File: config.mk
export PLATFORM = sky130hd
export DESIGN_NAME = risc_decode_execute_unit
export DESIGN_NICKNAME = d
export VERILOG_FILES = /design/src/design/rde_pkg.sv /design/src/design/risc_decode_execute_unit.sv /design/src/design/rde_decode.sv /design/src/design/rde_execute.sv /design/src/design/rde_resolve.sv
export SDC_FILE = /design/constraint.sdc
export NUM_CORES = 2
export LEC_CHECK = 0
export BUFFER_PORTS_ARGS = -buffer_cell sky130_fd_sc_hd__buf_2
export CAP_MARGIN = 20
export CORE_MARGIN = 4
export CORE_UTILIZATION = 39
export DETAILED_ROUTE_END_ITERATION = 8
export SETUP_SLACK_MARGIN = 0.1
export SLEW_MARGIN = 0
export SYNTH_ARGS = -nofsm -noshare
export SYNTH_HDL_FRONTEND = slang
export SYNTH_SLANG_ARGS = --single-unit
File: constraint.sdc
create_clock -name clock -period 9.1 [get_ports clock]
set_input_delay 0.455 -clock clock [delete_from_list [all_inputs] [get_ports clock]]
set_output_delay 0.455 -clock clock [all_outputs]
set_load 0.02 [all_outputs]
File: src/design/rde_pkg.sv
// Shared types, opcodes and class codes for the decode and execute pipeline.
package rde_pkg;

   localparam int PC_WIDTH_DEFAULT = 16;
   localparam int PC_FIELD_WIDTH   = 16;

   localparam logic [5:0] OP_ADD  = 6'd0;
   localparam logic [5:0] OP_ADDI = 6'd1;
   localparam logic [5:0] OP_SUB  = 6'd2;
   localparam logic [5:0] OP_SUBI = 6'd3;
   localparam logic [5:0] OP_MUL  = 6'd4;
   localparam logic [5:0] OP_MULI = 6'd5;
   localparam logic [5:0] OP_OR   = 6'd6;
   localparam logic [5:0] OP_ORI  = 6'd7;
   localparam logic [5:0] OP_AND  = 6'd8;
   localparam logic [5:0] OP_ANDI = 6'd9;
   localparam logic [5:0] OP_XOR  = 6'd10;
   localparam logic [5:0] OP_XORI = 6'd11;
   localparam logic [5:0] OP_LDW  = 6'd12;
   localparam logic [5:0] OP_STW  = 6'd13;
   localparam logic [5:0] OP_BZ   = 6'd14;
   localparam logic [5:0] OP_BEQ  = 6'd15;
   localparam logic [5:0] OP_JR   = 6'd16;
   localparam logic [5:0] OP_HALT = 6'd17;

   localparam logic [2:0] ALU_ADD = 3'd0;
   localparam logic [2:0] ALU_SUB = 3'd1;
   localparam logic [2:0] ALU_MUL = 3'd2;
   localparam logic [2:0] ALU_OR  = 3'd3;
   localparam logic [2:0] ALU_AND = 3'd4;

   localparam logic [2:0] CLASS_ARITH   = 3'd0;
   localparam logic [2:0] CLASS_LOGIC   = 3'd1;
   localparam logic [2:0] CLASS_MEMORY  = 3'd2;
   localparam logic [2:0] CLASS_CONTROL = 3'd3;
   localparam logic [2:0] CLASS_ILLEGAL = 3'd4;

   typedef struct packed {
      logic [31:0]        instr_word;
      logic signed [31:0] rs_value;
      logic signed [31:0] rt_value;
      logic [15:0]        fetch_pc;
      logic [15:0]        branch_base_pc;
   } req_type;

   typedef struct packed {
      logic [5:0]         opcode;
      logic               register_form;
      logic [4:0]         rs_index;
      logic [4:0]         rt_index;
      logic [4:0]         rd_index;
      logic signed [15:0] immediate;
      logic signed [31:0] result_value;
      logic               is_load;
      logic               store_op;
      logic               redirect;
      logic [15:0]        next_pc;
      logic [2:0]         instr_class;
   } rsp_type;

   typedef struct packed {
      logic [2:0] alu_op;
      logic       is_alu;
      logic       is_mem;
      logic       is_bz;
      logic       is_beq;
      logic       is_jr;
   } ctl_type;

   typedef struct packed {
      rsp_type            info;
      ctl_type            ctl;
      logic signed [31:0] rs_value;
      logic signed [31:0] rt_value;
      logic [31:0]        operand_b;
      logic [15:0]        branch_base_pc;
   } dec_type;

   typedef struct packed {
      rsp_type            info;
      logic [31:0]        alu_result;
      logic [32:0]        addr_sum;
      logic [31:0]        rs_value;
      logic [15:0]        target_pc;
      logic               is_alu;
      logic               is_mem;
      logic               is_jr;
      logic               taken;
   } exe_type;

endpackage

File: src/design/risc_decode_execute_unit.sv
// Top level of the three-stage instruction decode and execute pipeline.
// This block accepts one instruction beat per clock while req_stall is low and returns its
// result beat through the decode, execute and resolve registers; the rate is set by the
// three stage registers, each of which takes a new beat whenever it is empty or its
// contents move on, and the clock is set by the 32 by 32 multiplier in the execute stage.
// Empty stages keep filling while a finished result waits, so req_stall rises only when
// every stage is full and rsp_stall is high.
module risc_decode_execute_unit
   import rde_pkg::*;
#(
   parameter int PC_WIDTH = PC_WIDTH_DEFAULT
) (
   input  logic    clock,
   input  logic    reset,
   input  logic    req_valid,
   output logic    req_stall,
   input  req_type req_data,
   output logic    rsp_valid,
   input  logic    rsp_stall,
   output rsp_type rsp_data
);

   logic    dec_valid;
   logic    dec_ready;
   logic    dec_in_ready;
   dec_type dec_data;
   logic    exe_valid;
   logic    exe_ready;
   exe_type exe_data;

   rde_decode u_decode (
      .clock     (clock),
      .reset     (reset),
      .in_valid  (req_valid),
      .in_ready  (dec_in_ready),
      .in_data   (req_data),
      .out_valid (dec_valid),
      .out_ready (dec_ready),
      .out_data  (dec_data)
   );

   rde_execute u_execute (
      .clock     (clock),
      .reset     (reset),
      .in_valid  (dec_valid),
      .in_ready  (dec_ready),
      .in_data   (dec_data),
      .out_valid (exe_valid),
      .out_ready (exe_ready),
      .out_data  (exe_data)
   );

   rde_resolve #(
      .PC_WIDTH (PC_WIDTH)
   ) u_resolve (
      .clock     (clock),
      .reset     (reset),
      .in_valid  (exe_valid),
      .in_ready  (exe_ready),
      .in_data   (exe_data),
      .out_valid (rsp_valid),
      .out_ready (!rsp_stall),
      .out_data  (rsp_data)
   );

   assign req_stall = !dec_in_ready;

endmodule

File: src/design/rde_decode.sv
// Decode stage: splits the instruction word and selects the second operand.
module rde_decode
   import rde_pkg::*;
(
   input  logic    clock,
   input  logic    reset,
   input  logic    in_valid,
   output logic    in_ready,
   input  req_type in_data,
   output logic    out_valid,
   input  logic    out_ready,
   output dec_type out_data
);

   logic    valid_ff;
   logic    valid_in;
   dec_type data_ff;
   dec_type data_in;
   logic [5:0] opcode;
   ctl_type ctl;
   logic [2:0] cls;
   logic    regf;

   assign opcode = in_data.instr_word[31:26];

   always_comb begin
      ctl        = '0;
      ctl.alu_op = opcode[3:1];
      cls        = CLASS_ILLEGAL;
      unique case (opcode) inside
         OP_ADD, OP_ADDI, OP_SUB, OP_SUBI, OP_MUL, OP_MULI: begin
            cls        = CLASS_ARITH;
            ctl.is_alu = 1'b1;
         end
         OP_OR, OP_ORI, OP_AND, OP_ANDI, OP_XOR, OP_XORI: begin
            cls        = CLASS_LOGIC;
            ctl.is_alu = 1'b1;
         end
         OP_LDW, OP_STW: begin
            cls        = CLASS_MEMORY;
            ctl.is_mem = 1'b1;
         end
         OP_BZ, OP_BEQ, OP_JR, OP_HALT: begin
            cls        = CLASS_CONTROL;
            ctl.is_bz  = (opcode == OP_BZ);
            ctl.is_beq = (opcode == OP_BEQ);
            ctl.is_jr  = (opcode == OP_JR);
         end
         default: begin
            cls = CLASS_ILLEGAL;
         end
      endcase
   end

   assign regf = ctl.is_alu && !opcode[0];

   always_comb begin
      data_in                    = '0;
      data_in.ctl                = ctl;
      data_in.info.opcode        = opcode;
      data_in.info.register_form = regf;
      data_in.info.rs_index      = in_data.instr_word[25:21];
      data_in.info.rt_index      = in_data.instr_word[20:16];
      data_in.info.rd_index      = regf ? in_data.instr_word[15:11] : 5'd0;
      data_in.info.immediate     = regf ? 16'sd0 : $signed(in_data.instr_word[15:0]);
      data_in.info.is_load       = (opcode == OP_LDW);
      data_in.info.store_op      = (opcode == OP_STW);
      data_in.info.next_pc       = in_data.fetch_pc;
      data_in.info.instr_class   = cls;
      data_in.rs_value           = in_data.rs_value;
      data_in.rt_value           = in_data.rt_value;
      data_in.operand_b          = regf ? in_data.rt_value
                                        : {{16{in_data.instr_word[15]}},
                                           in_data.instr_word[15:0]};
      data_in.branch_base_pc     = in_data.branch_base_pc;
   end

   assign in_ready = !valid_ff || out_ready;
   assign valid_in = in_ready ? in_valid : valid_ff;

   always_ff @(posedge clock) begin
      if (reset) begin
         valid_ff <= 1'b0;
      end else begin
         valid_ff <= valid_in;
      end
   end

   always_ff @(posedge clock) begin
      if (in_ready && in_valid) begin
         data_ff <= data_in;
      end
   end

   assign out_valid = valid_ff;
   assign out_data  = data_ff;

endmodule

File: src/design/rde_execute.sv
// Execute stage: ALU with multiplier, address sum, branch compare and target add.
module rde_execute
   import rde_pkg::*;
(
   input  logic    clock,
   input  logic    reset,
   input  logic    in_valid,
   output logic    in_ready,
   input  dec_type in_data,
   output logic    out_valid,
   input  logic    out_ready,
   output exe_type out_data
);

   logic        valid_ff;
   logic        valid_in;
   exe_type     data_ff;
   exe_type     data_in;
   logic [31:0] a_value;
   logic [31:0] b_value;
   logic [31:0] alu_value;
   logic [15:0] imm_bits;

   assign a_value  = in_data.rs_value;
   assign b_value  = in_data.operand_b;
   assign imm_bits = in_data.info.immediate;

   always_comb begin
      case (in_data.ctl.alu_op)
         ALU_ADD: alu_value = a_value + b_value;
         ALU_SUB: alu_value = a_value - b_value;
         ALU_MUL: alu_value = a_value * b_value;
         ALU_OR:  alu_value = a_value | b_value;
         ALU_AND: alu_value = a_value & b_value;
         default: alu_value = a_value ^ b_value;
      endcase
   end

   always_comb begin
      data_in            = '0;
      data_in.info       = in_data.info;
      data_in.alu_result = alu_value;
      data_in.addr_sum   = {a_value[31], a_value} + {{17{imm_bits[15]}}, imm_bits};
      data_in.rs_value   = a_value;
      data_in.target_pc  = in_data.branch_base_pc + imm_bits;
      data_in.is_alu     = in_data.ctl.is_alu;
      data_in.is_mem     = in_data.ctl.is_mem;
      data_in.is_jr      = in_data.ctl.is_jr;
      data_in.taken      = (in_data.ctl.is_bz && (in_data.rs_value == 32'sd0))
                        || (in_data.ctl.is_beq && (in_data.rs_value == in_data.rt_value));
   end

   assign in_ready = !valid_ff || out_ready;
   assign valid_in = in_ready ? in_valid : valid_ff;

   always_ff @(posedge clock) begin
      if (reset) begin
         valid_ff <= 1'b0;
      end else begin
         valid_ff <= valid_in;
      end
   end

   always_ff @(posedge clock) begin
      if (in_ready && in_valid) begin
         data_ff <= data_in;
      end
   end

   assign out_valid = valid_ff;
   assign out_data  = data_ff;

endmodule

File: src/design/rde_resolve.sv
// Resolve stage: word address rounding, next PC selection and the result register.
module rde_resolve
   import rde_pkg::*;
#(
   parameter int PC_WIDTH = PC_WIDTH_DEFAULT
) (
   input  logic    clock,
   input  logic    reset,
   input  logic    in_valid,
   output logic    in_ready,
   input  exe_type in_data,
   output logic    out_valid,
   input  logic    out_ready,
   output rsp_type out_data
);

   localparam int PcBits = (PC_WIDTH < PC_FIELD_WIDTH) ? PC_WIDTH : PC_FIELD_WIDTH;
   localparam logic [PC_FIELD_WIDTH-1:0] PcMask =
      PC_FIELD_WIDTH'((33'd1 << PcBits) - 33'd1);

   logic        valid_ff;
   logic        valid_in;
   rsp_type     data_ff;
   rsp_type     data_in;
   logic [32:0] addr_adj;
   logic [31:0] addr_word;
   logic [31:0] jump_adj;
   logic [15:0] pc_pick;

   // Signed division by four rounds toward zero, so negative values are biased first.
   assign addr_adj  = in_data.addr_sum + (in_data.addr_sum[32] ? 33'd3 : 33'd0);
   assign addr_word = {addr_adj[32], addr_adj[32:2]};
   assign jump_adj  = in_data.rs_value + (in_data.rs_value[31] ? 32'd3 : 32'd0);

   always_comb begin
      if (in_data.taken) begin
         pc_pick = in_data.target_pc;
      end else if (in_data.is_jr) begin
         pc_pick = jump_adj[17:2];
      end else begin
         pc_pick = in_data.info.next_pc;
      end
   end

   always_comb begin
      data_in          = in_data.info;
      data_in.redirect = in_data.taken || in_data.is_jr;
      data_in.next_pc  = pc_pick & PcMask;
      if (in_data.is_alu) begin
         data_in.result_value = in_data.alu_result;
      end else if (in_data.is_mem) begin
         data_in.result_value = addr_word;
      end else begin
         data_in.result_value = 32'sd0;
      end
   end

   assign in_ready = !valid_ff || out_ready;
   assign valid_in = in_ready ? in_valid : valid_ff;

   always_ff @(posedge clock) begin
      if (reset) begin
         valid_ff <= 1'b0;
      end else begin
         valid_ff <= valid_in;
      end
   end

   always_ff @(posedge clock) begin
      if (in_ready && in_valid) begin
         data_ff <= data_in;
      end
   end

   assign out_valid = valid_ff;
   assign out_data  = data_ff;

endmodule

; ---- Word level (Yosys, flattened, before mapping)
; Cells that the tools add are included.
[word_totals]
register_bits = 450
in_bits = 132
output_inout_bits = 94
wordCells = 121
[op_classes]
add_sub_neg = 6
mul = 1
eq_ne = 22
muxes = 11
bitwise_logic = 3
n_reduce_logical = 25
[op_table]
columns = operator, n
row1 = case mux 32 bit (5 select lines), 1
row2 = 2-to-1 mux 32 bit, 3
row3 = equality test 6 x 4 -> 1 bit (second input constant), 8
row4 = adder 32 x 16 -> 33 bit, 1
row5 = adder 33 bit, 1
row6 = adder 32 bit, 1
row7 = bitwise AND 32 bit, 1
row8 = equality test 32 bit, 1
row9 = logical NOT 32 bit, 1
row10 = multiplier 32 x 32 -> 32 bit, 1
row11 = 2-to-1 mux 16 bit, 2
row12 = OR 32 bit, 1
row13 = subtractor 32 bit, 1
row14 = bitwise XOR 32 bit, 1
row15 = equality test 6 x 3 -> 1 bit (second input constant), 4
row16 = adder 18 bit, 1
row17 = adder 16 bit, 1
row18 = equality test 6 x 2 -> 1 bit (second input constant), 2
row19 = equality test 6 x 5 -> 1 bit (second input constant), 2
row20 = case mux 3 bit (4 select lines), 1
row21 = OR reduction 12 bit, 1
row22 = OR reduction 6 bit, 2
row23 = equality test 3 x 2 -> 1 bit (second input constant), 2
row24 = equality test 6 x 1 -> 1 bit (second input constant), 1
row25 = other kinds (11), 27

; ---- Logic depth before layout (Yosys ltp)
[depth]
depth_word = 5
depth_mapped = 29
ltp_nobuf = 27

; ---- Hierarchy
; Synthesis repeated with hierarchy kept, for this count alone.
[hier_totals]
cells_unflattened = 3595
hier_area_um2 = 38599.5
[modules_own_cells]
columns = module, instances, cells_each, area_each_um2, seq_area_each_um2
row1 = rde_execute, 1, 2922, 27985.6, 6296.0
row2 = rde_decode, 1, 316, 6204.7, 5305.1
row3 = rde_resolve, 1, 355, 4401.7, 2782.7
row4 = risc_decode_execute_unit, 1, 2, 7.5, 0.0

; ---- Worst setup path before layout
; No wires, ideal clock.
[synth_path]
path_type = input to register
from = input port rsp_stall
to = register u_decode.data_ff (netlist bit u_decode.out_data[0]) (enable)
setup_time_ns = 0.731
t_arrival_ns = 8.600
required_ns = 8.369
path_slack_ns = -0.232
cell_stages = 3
n_path_buf = 0
path_cell_list = and3_1 > and2_1 > nor2b_1
[synth_between]
elab_chain_len = 5
[synth_rtl]
columns = item, line
row1 = "start, declared", risc_decode_execute_unit.sv:19  ; input logic rsp_stall,
row2 = logical NOT 1 bit, risc_decode_execute_unit.sv:62  ; .out_ready (!rsp_stall),
row3 = logical OR 1 bit, rde_resolve.sv:58  ; assign in_ready = !valid_ff || out_ready;
row4 = logical OR 1 bit, rde_execute.sv:53  ; assign in_ready = !valid_ff || out_ready;
row5 = logical OR 1 bit, rde_decode.sv:78  ; assign in_ready = !valid_ff || out_ready;
row6 = logical AND 1 bit, rde_decode.sv:90  ; if (in_ready && in_valid) begin
row7 = "end signal, assigned", rde_decode.sv:91  ; data_ff <= data_in;
row8 = "end, declared", rde_decode.sv:17  ; dec_type data_ff;
; No other way between the ends.
; A chain may end at the register's enable or synchronous reset.

; ---- Worst setup path after layout
[layout_path]
from = register u_decode.data_ff (netlist bit u_decode.out_data[22])
to = register u_execute.data_ff (netlist bit u_execute.out_data[115]) (data pin)
[layout_between]
elab_chain_len = 2
word_cells_on_any_way = 4
cone_classes = add/sub: 2 / mul: 1 / mux: 1
[layout_rtl]
columns = item, line
row1 = multiplier 32 x 32 -> 32 bit (tied with other cells), rde_execute.sv:32  ; ALU_MUL: alu_value = a_value * b_value;
row2 = case mux 32 bit (5 select lines) *, rde_execute.sv:29  ; case (in_data.ctl.alu_op)
row3 = via u_execute.alu_value[30], rde_execute.sv:21  ; logic [31:0] alu_value;
row4 = "end signal, assigned", rde_execute.sv:66  ; data_ff <= data_in;
row5 = "end, declared", rde_execute.sv:17  ; exe_type data_ff;
; The timed path passes the listed nets; every way through them passes the cells marked *.

==> metrics.txt <==
Net Count, Synth around 4300; vias in the first global route between 20000 and 30000; dominant synthesized flop cell edfxtp_1; drt pass-1 iters 6; crit-path cells inv_1 -> buf_4 -> nor2_1 -> fa_1 -> fa_1 -> fa_1 -> inv_1 -> fa_1 -> inv_1 -> fa_1 -> fa_1 -> fa_1 -> fa_1 -> ha_1 -> a21oi_1 -> o21ai_0 -> a221o_1 -> a21o_1 -> a31oi_1 -> o2111ai_1 -> a21oi_1 -> xnor2_1 -> o21ai_0 -> a21oi_1; total global routing overflow 0; critical path endpoint category flop; arrival time of the worst setup path between 8 and 9 ns; RSZ-0062 raised after global routing false; area grow syn2layout 12.49%; CP dominant cell by count fa_1; CTS max path bufs 3; IO buf count approximately 230; Synth cell types 80; Total Wirelength around 130000 um; Initial DRC Count 3023; htree depth 2; starting density of the core between 30% and 40%; wire per inst 25.83 um; Core ar. 93190 sq um; # nets final 4552; outcome finished clean; clock transition at the registers of the reported paths 0.07 ns; final hold vios 0; Synth warnings 0; Crit Path Max Fanout 13; HP Class in2reg; post-layout util 44.10%; crit-path leading delay family adder cells; fmax approximately 120 MHz; fraction of the mapped netlist area in adder cells between 30% and 40%; clock root buffer clkbuf_16; Synth Area in Compound Gates 7.739%; # clock sinks between 400 and 500; Mapped Cells roughly 3500; post_cts resized 0; Rows 112; slowest stage delay, CP 0.74 ns; post-synthesis sequential area ratio a little over a third; Synth Area in Simple Gates about 12%; Setup Buffers After CTS 0; largest net degree at the start of global routing 162; worst skew pair latency 0.62 ns; Post-synth EDFFs approximately 430; CTS tree yes; CP max-delay cell edfxtp_1; Via density 5.462; fill cell count slightly below 9000; HPWL Detailed approximately 99000 um; Buf+Inv Stages, Crit Path 4; endpoints failing setup 0; # IOs roughly 230; WP data required between 9 and 10 ns; DIE HEIGHT about 310 um; die area around 100000 sq um; first-pass GRT wire length roughly 190000 um; Mapped Area about 37000 sq um; Placer Congestion between 1 and 1.5; cts hold-fix bufs 0; overall global routing resource usage 26.35%; DRC viols 0; Final Slew Violations 0; final worst-path cycle share approximately nine tenths; Layout Skew around 0.048 ns; #FFs+latches synth 434; Post-DRT Antenna Nets 0; die width approximately 310 um; initial antenna violation count 8; TritonCTS buffer count between 40 and 50; max-cap viol count 0; largest family of logic cells by synthesized area adder cells; Avg Synthesized Cell Area 10.43 sq um; Final TNS setup 0 ns; CP Launch Type flop; total number of vias 27530; CP Class reg2reg; Final Critical Period ~8.3 ns; xor/xnor share of the synthesized area ~6.2%; Worst-Margin Slew about 1.1 ns; mux share of post-synthesis cell area 0.2192%; Rel. slew slack 23.36%; FFs w/ async S/R, synth 0%; share of cells above drive strength 1 between 10% and 20%
==> cells in the mapped netlist (4+ instances only) <==
library cell / n / area share [%]
inv_1: 447 / 4.6
nand2_1: 441 / 4.5
edfxtp_1: 431 / 35
nor2_1: 419 / 4.3
fa_1: 411 / 23
ha_1: 268 / 9.2
xnor2_1: 191 / 4.6
o21ai_0: 129 / 1.8
clkbuf_1: 116 / 1.2
a21oi_1: 101 / 1.4
xor2_1: 68 / 1.6
a21o_1: 57 / 1.2
nand3_1: 41 / 0.56
nor2b_1: 30 / 0.51
nor3_1: 30 / 0.41
a31oi_1: 27 / 0.46
o21a_1: 27 / 0.55
buf_1: 21 / 0.22
nand4_1: 17 / 0.29
and3_1: 16 / 0.27
clkinv_1: 16 / 0.16
nor4_1: 15 / 0.26
o21bai_1: 14 / 0.29
nand2b_1: 13 / 0.22
a211oi_1: 12 / 0.25
and2_1: 11 / 0.19
o22ai_1: 10 / 0.17
o31ai_1: 9 / 0.18
mux2i_1: 8 / 0.22
or2_2: 8 / 0.14
inv_2: 7 / 0.072
o211ai_1: 7 / 0.14
o21ai_1: 6 / 0.082
a21boi_0: 4 / 0.082
and4_1: 4 / 0.096
o2111ai_1: 4 / 0.096
or3_1: 4 / 0.068
==> per-layer routing <==
metal | share of wire, % | GRT usage [%] | up-vias
li1 | - | - | 11950
met1 | 41 | 36.46 | 13750
met2 | 44 | 40.20 | 1517
met3 | 10 | 5.556 | 311
met4 | 5.0 | 11.37 | 0
met5 | 0 | 0 | -
==> final cells by class <==
class	count	area, sq um	share of cell area, %
Antenna cell	7	17.52	0.04262
Multi-Input combinational cell	2460	21290	51.81
Sequential cell	434	13000	31.64
Clock inverter	29	287.8	0.7002
Clock buffer	57	1214	2.953
Tap cell	1254	1569	3.817
Timing Repair Buffer	329	1952	4.749
Inverter	470	1764	4.292
==> metrics by stage <==
stage	hold WS, ns	worst slack [ns]	instances	instance area (sq um)
2_1_floorplan	0.4003	0.5284	3502	36540
3_3_place_gp	0.4002	0.9656	4946	39550
3_5_place_dp	0.4045	0.9273	4946	39550
4_1_cts	0.0003296	0.8951	5032	41060
5_1_grt	0.005524	0.4842	5038	41100
6_report	0.02225	0.7777	5040	41100
==> registers in the layout, indices dropped and copies added, names as in the netlist <==
register	flops
u_decode.out_data	176
u_execute.out_data	163
u_resolve.out_data	92
u_decode.out_valid	1
u_execute.out_valid	1
u_resolve.out_valid	1
==> cell families (layout without fill, tap and decap cells) <==
family | after synthesis | after routing
simple gates | 1067 | 1067
fa+ha+maj | 679 | 679
buf+inv | 608 | 885
compound gates | 447 | 447
flops | 434 | 434
xor+xnor | 259 | 259
mux | 8 | 8
other cells | 0 | 7
==> worst paths after layout <==
kind / slack, ns / startpoint / cells past startpoint / endpoint
max: 0.78 / u_decode.out_data[22] / 24 / u_execute.out_data[115]
min: 0.02 / req_data[89] / 1 / u_decode.out_data[105]
max reg2reg: 0.78 / u_decode.out_data[22] / 24 / u_execute.out_data[115]
min reg2reg: 0.42 / u_execute.out_data[179] / 0 / u_resolve.out_data[62]
==> worst reg2reg max path, delay by kind of cell (launching register included) <==
kind / cells / cell delay (ns)
flip-flops: 1 / 0.74
AO/OA/AOI/OAI: 9 / 1.94
AND/OR/NAND/NOR: 1 / 0.15
buffers and inverters: 4 / 0.84
XOR/XNOR: 1 / 0.09
adder cells (fa/ha/maj): 9 / 4.27
==> placed cells by master, fill, tap and decap left out, types with 8 or more instances in the layout <==
cell type	Yosys	layout
inv_1	447	447
nand2_1	441	441
edfxtp_1	431	431
nor2_1	419	418
fa_1	411	411
ha_1	268	268
buf_2	1	225
xnor2_1	191	191
o21ai_0	129	129
a21oi_1	101	101
buf_4	0	101
xor2_1	68	68
a21o_1	57	57
clkbuf_16	0	47
nand3_1	41	41
nor3_1	30	29
nor2b_1	30	27
a31oi_1	27	27
o21a_1	27	27
clkinv_1	16	23
nand4_1	17	17
and3_1	16	16
nor4_1	15	15
o21bai_1	14	14
nand2b_1	13	13
a211oi_1	12	12
and2_1	11	11
o22ai_1	10	10
clkbuf_1	116	10
o31ai_1	9	9
mux2i_1	8	8
or2_2	8	8
clkinv_2	0	8
Power is left out: the tool's default activity adds up to more than one toggle a clock period on the data nets, which glitch-free logic cannot reach.
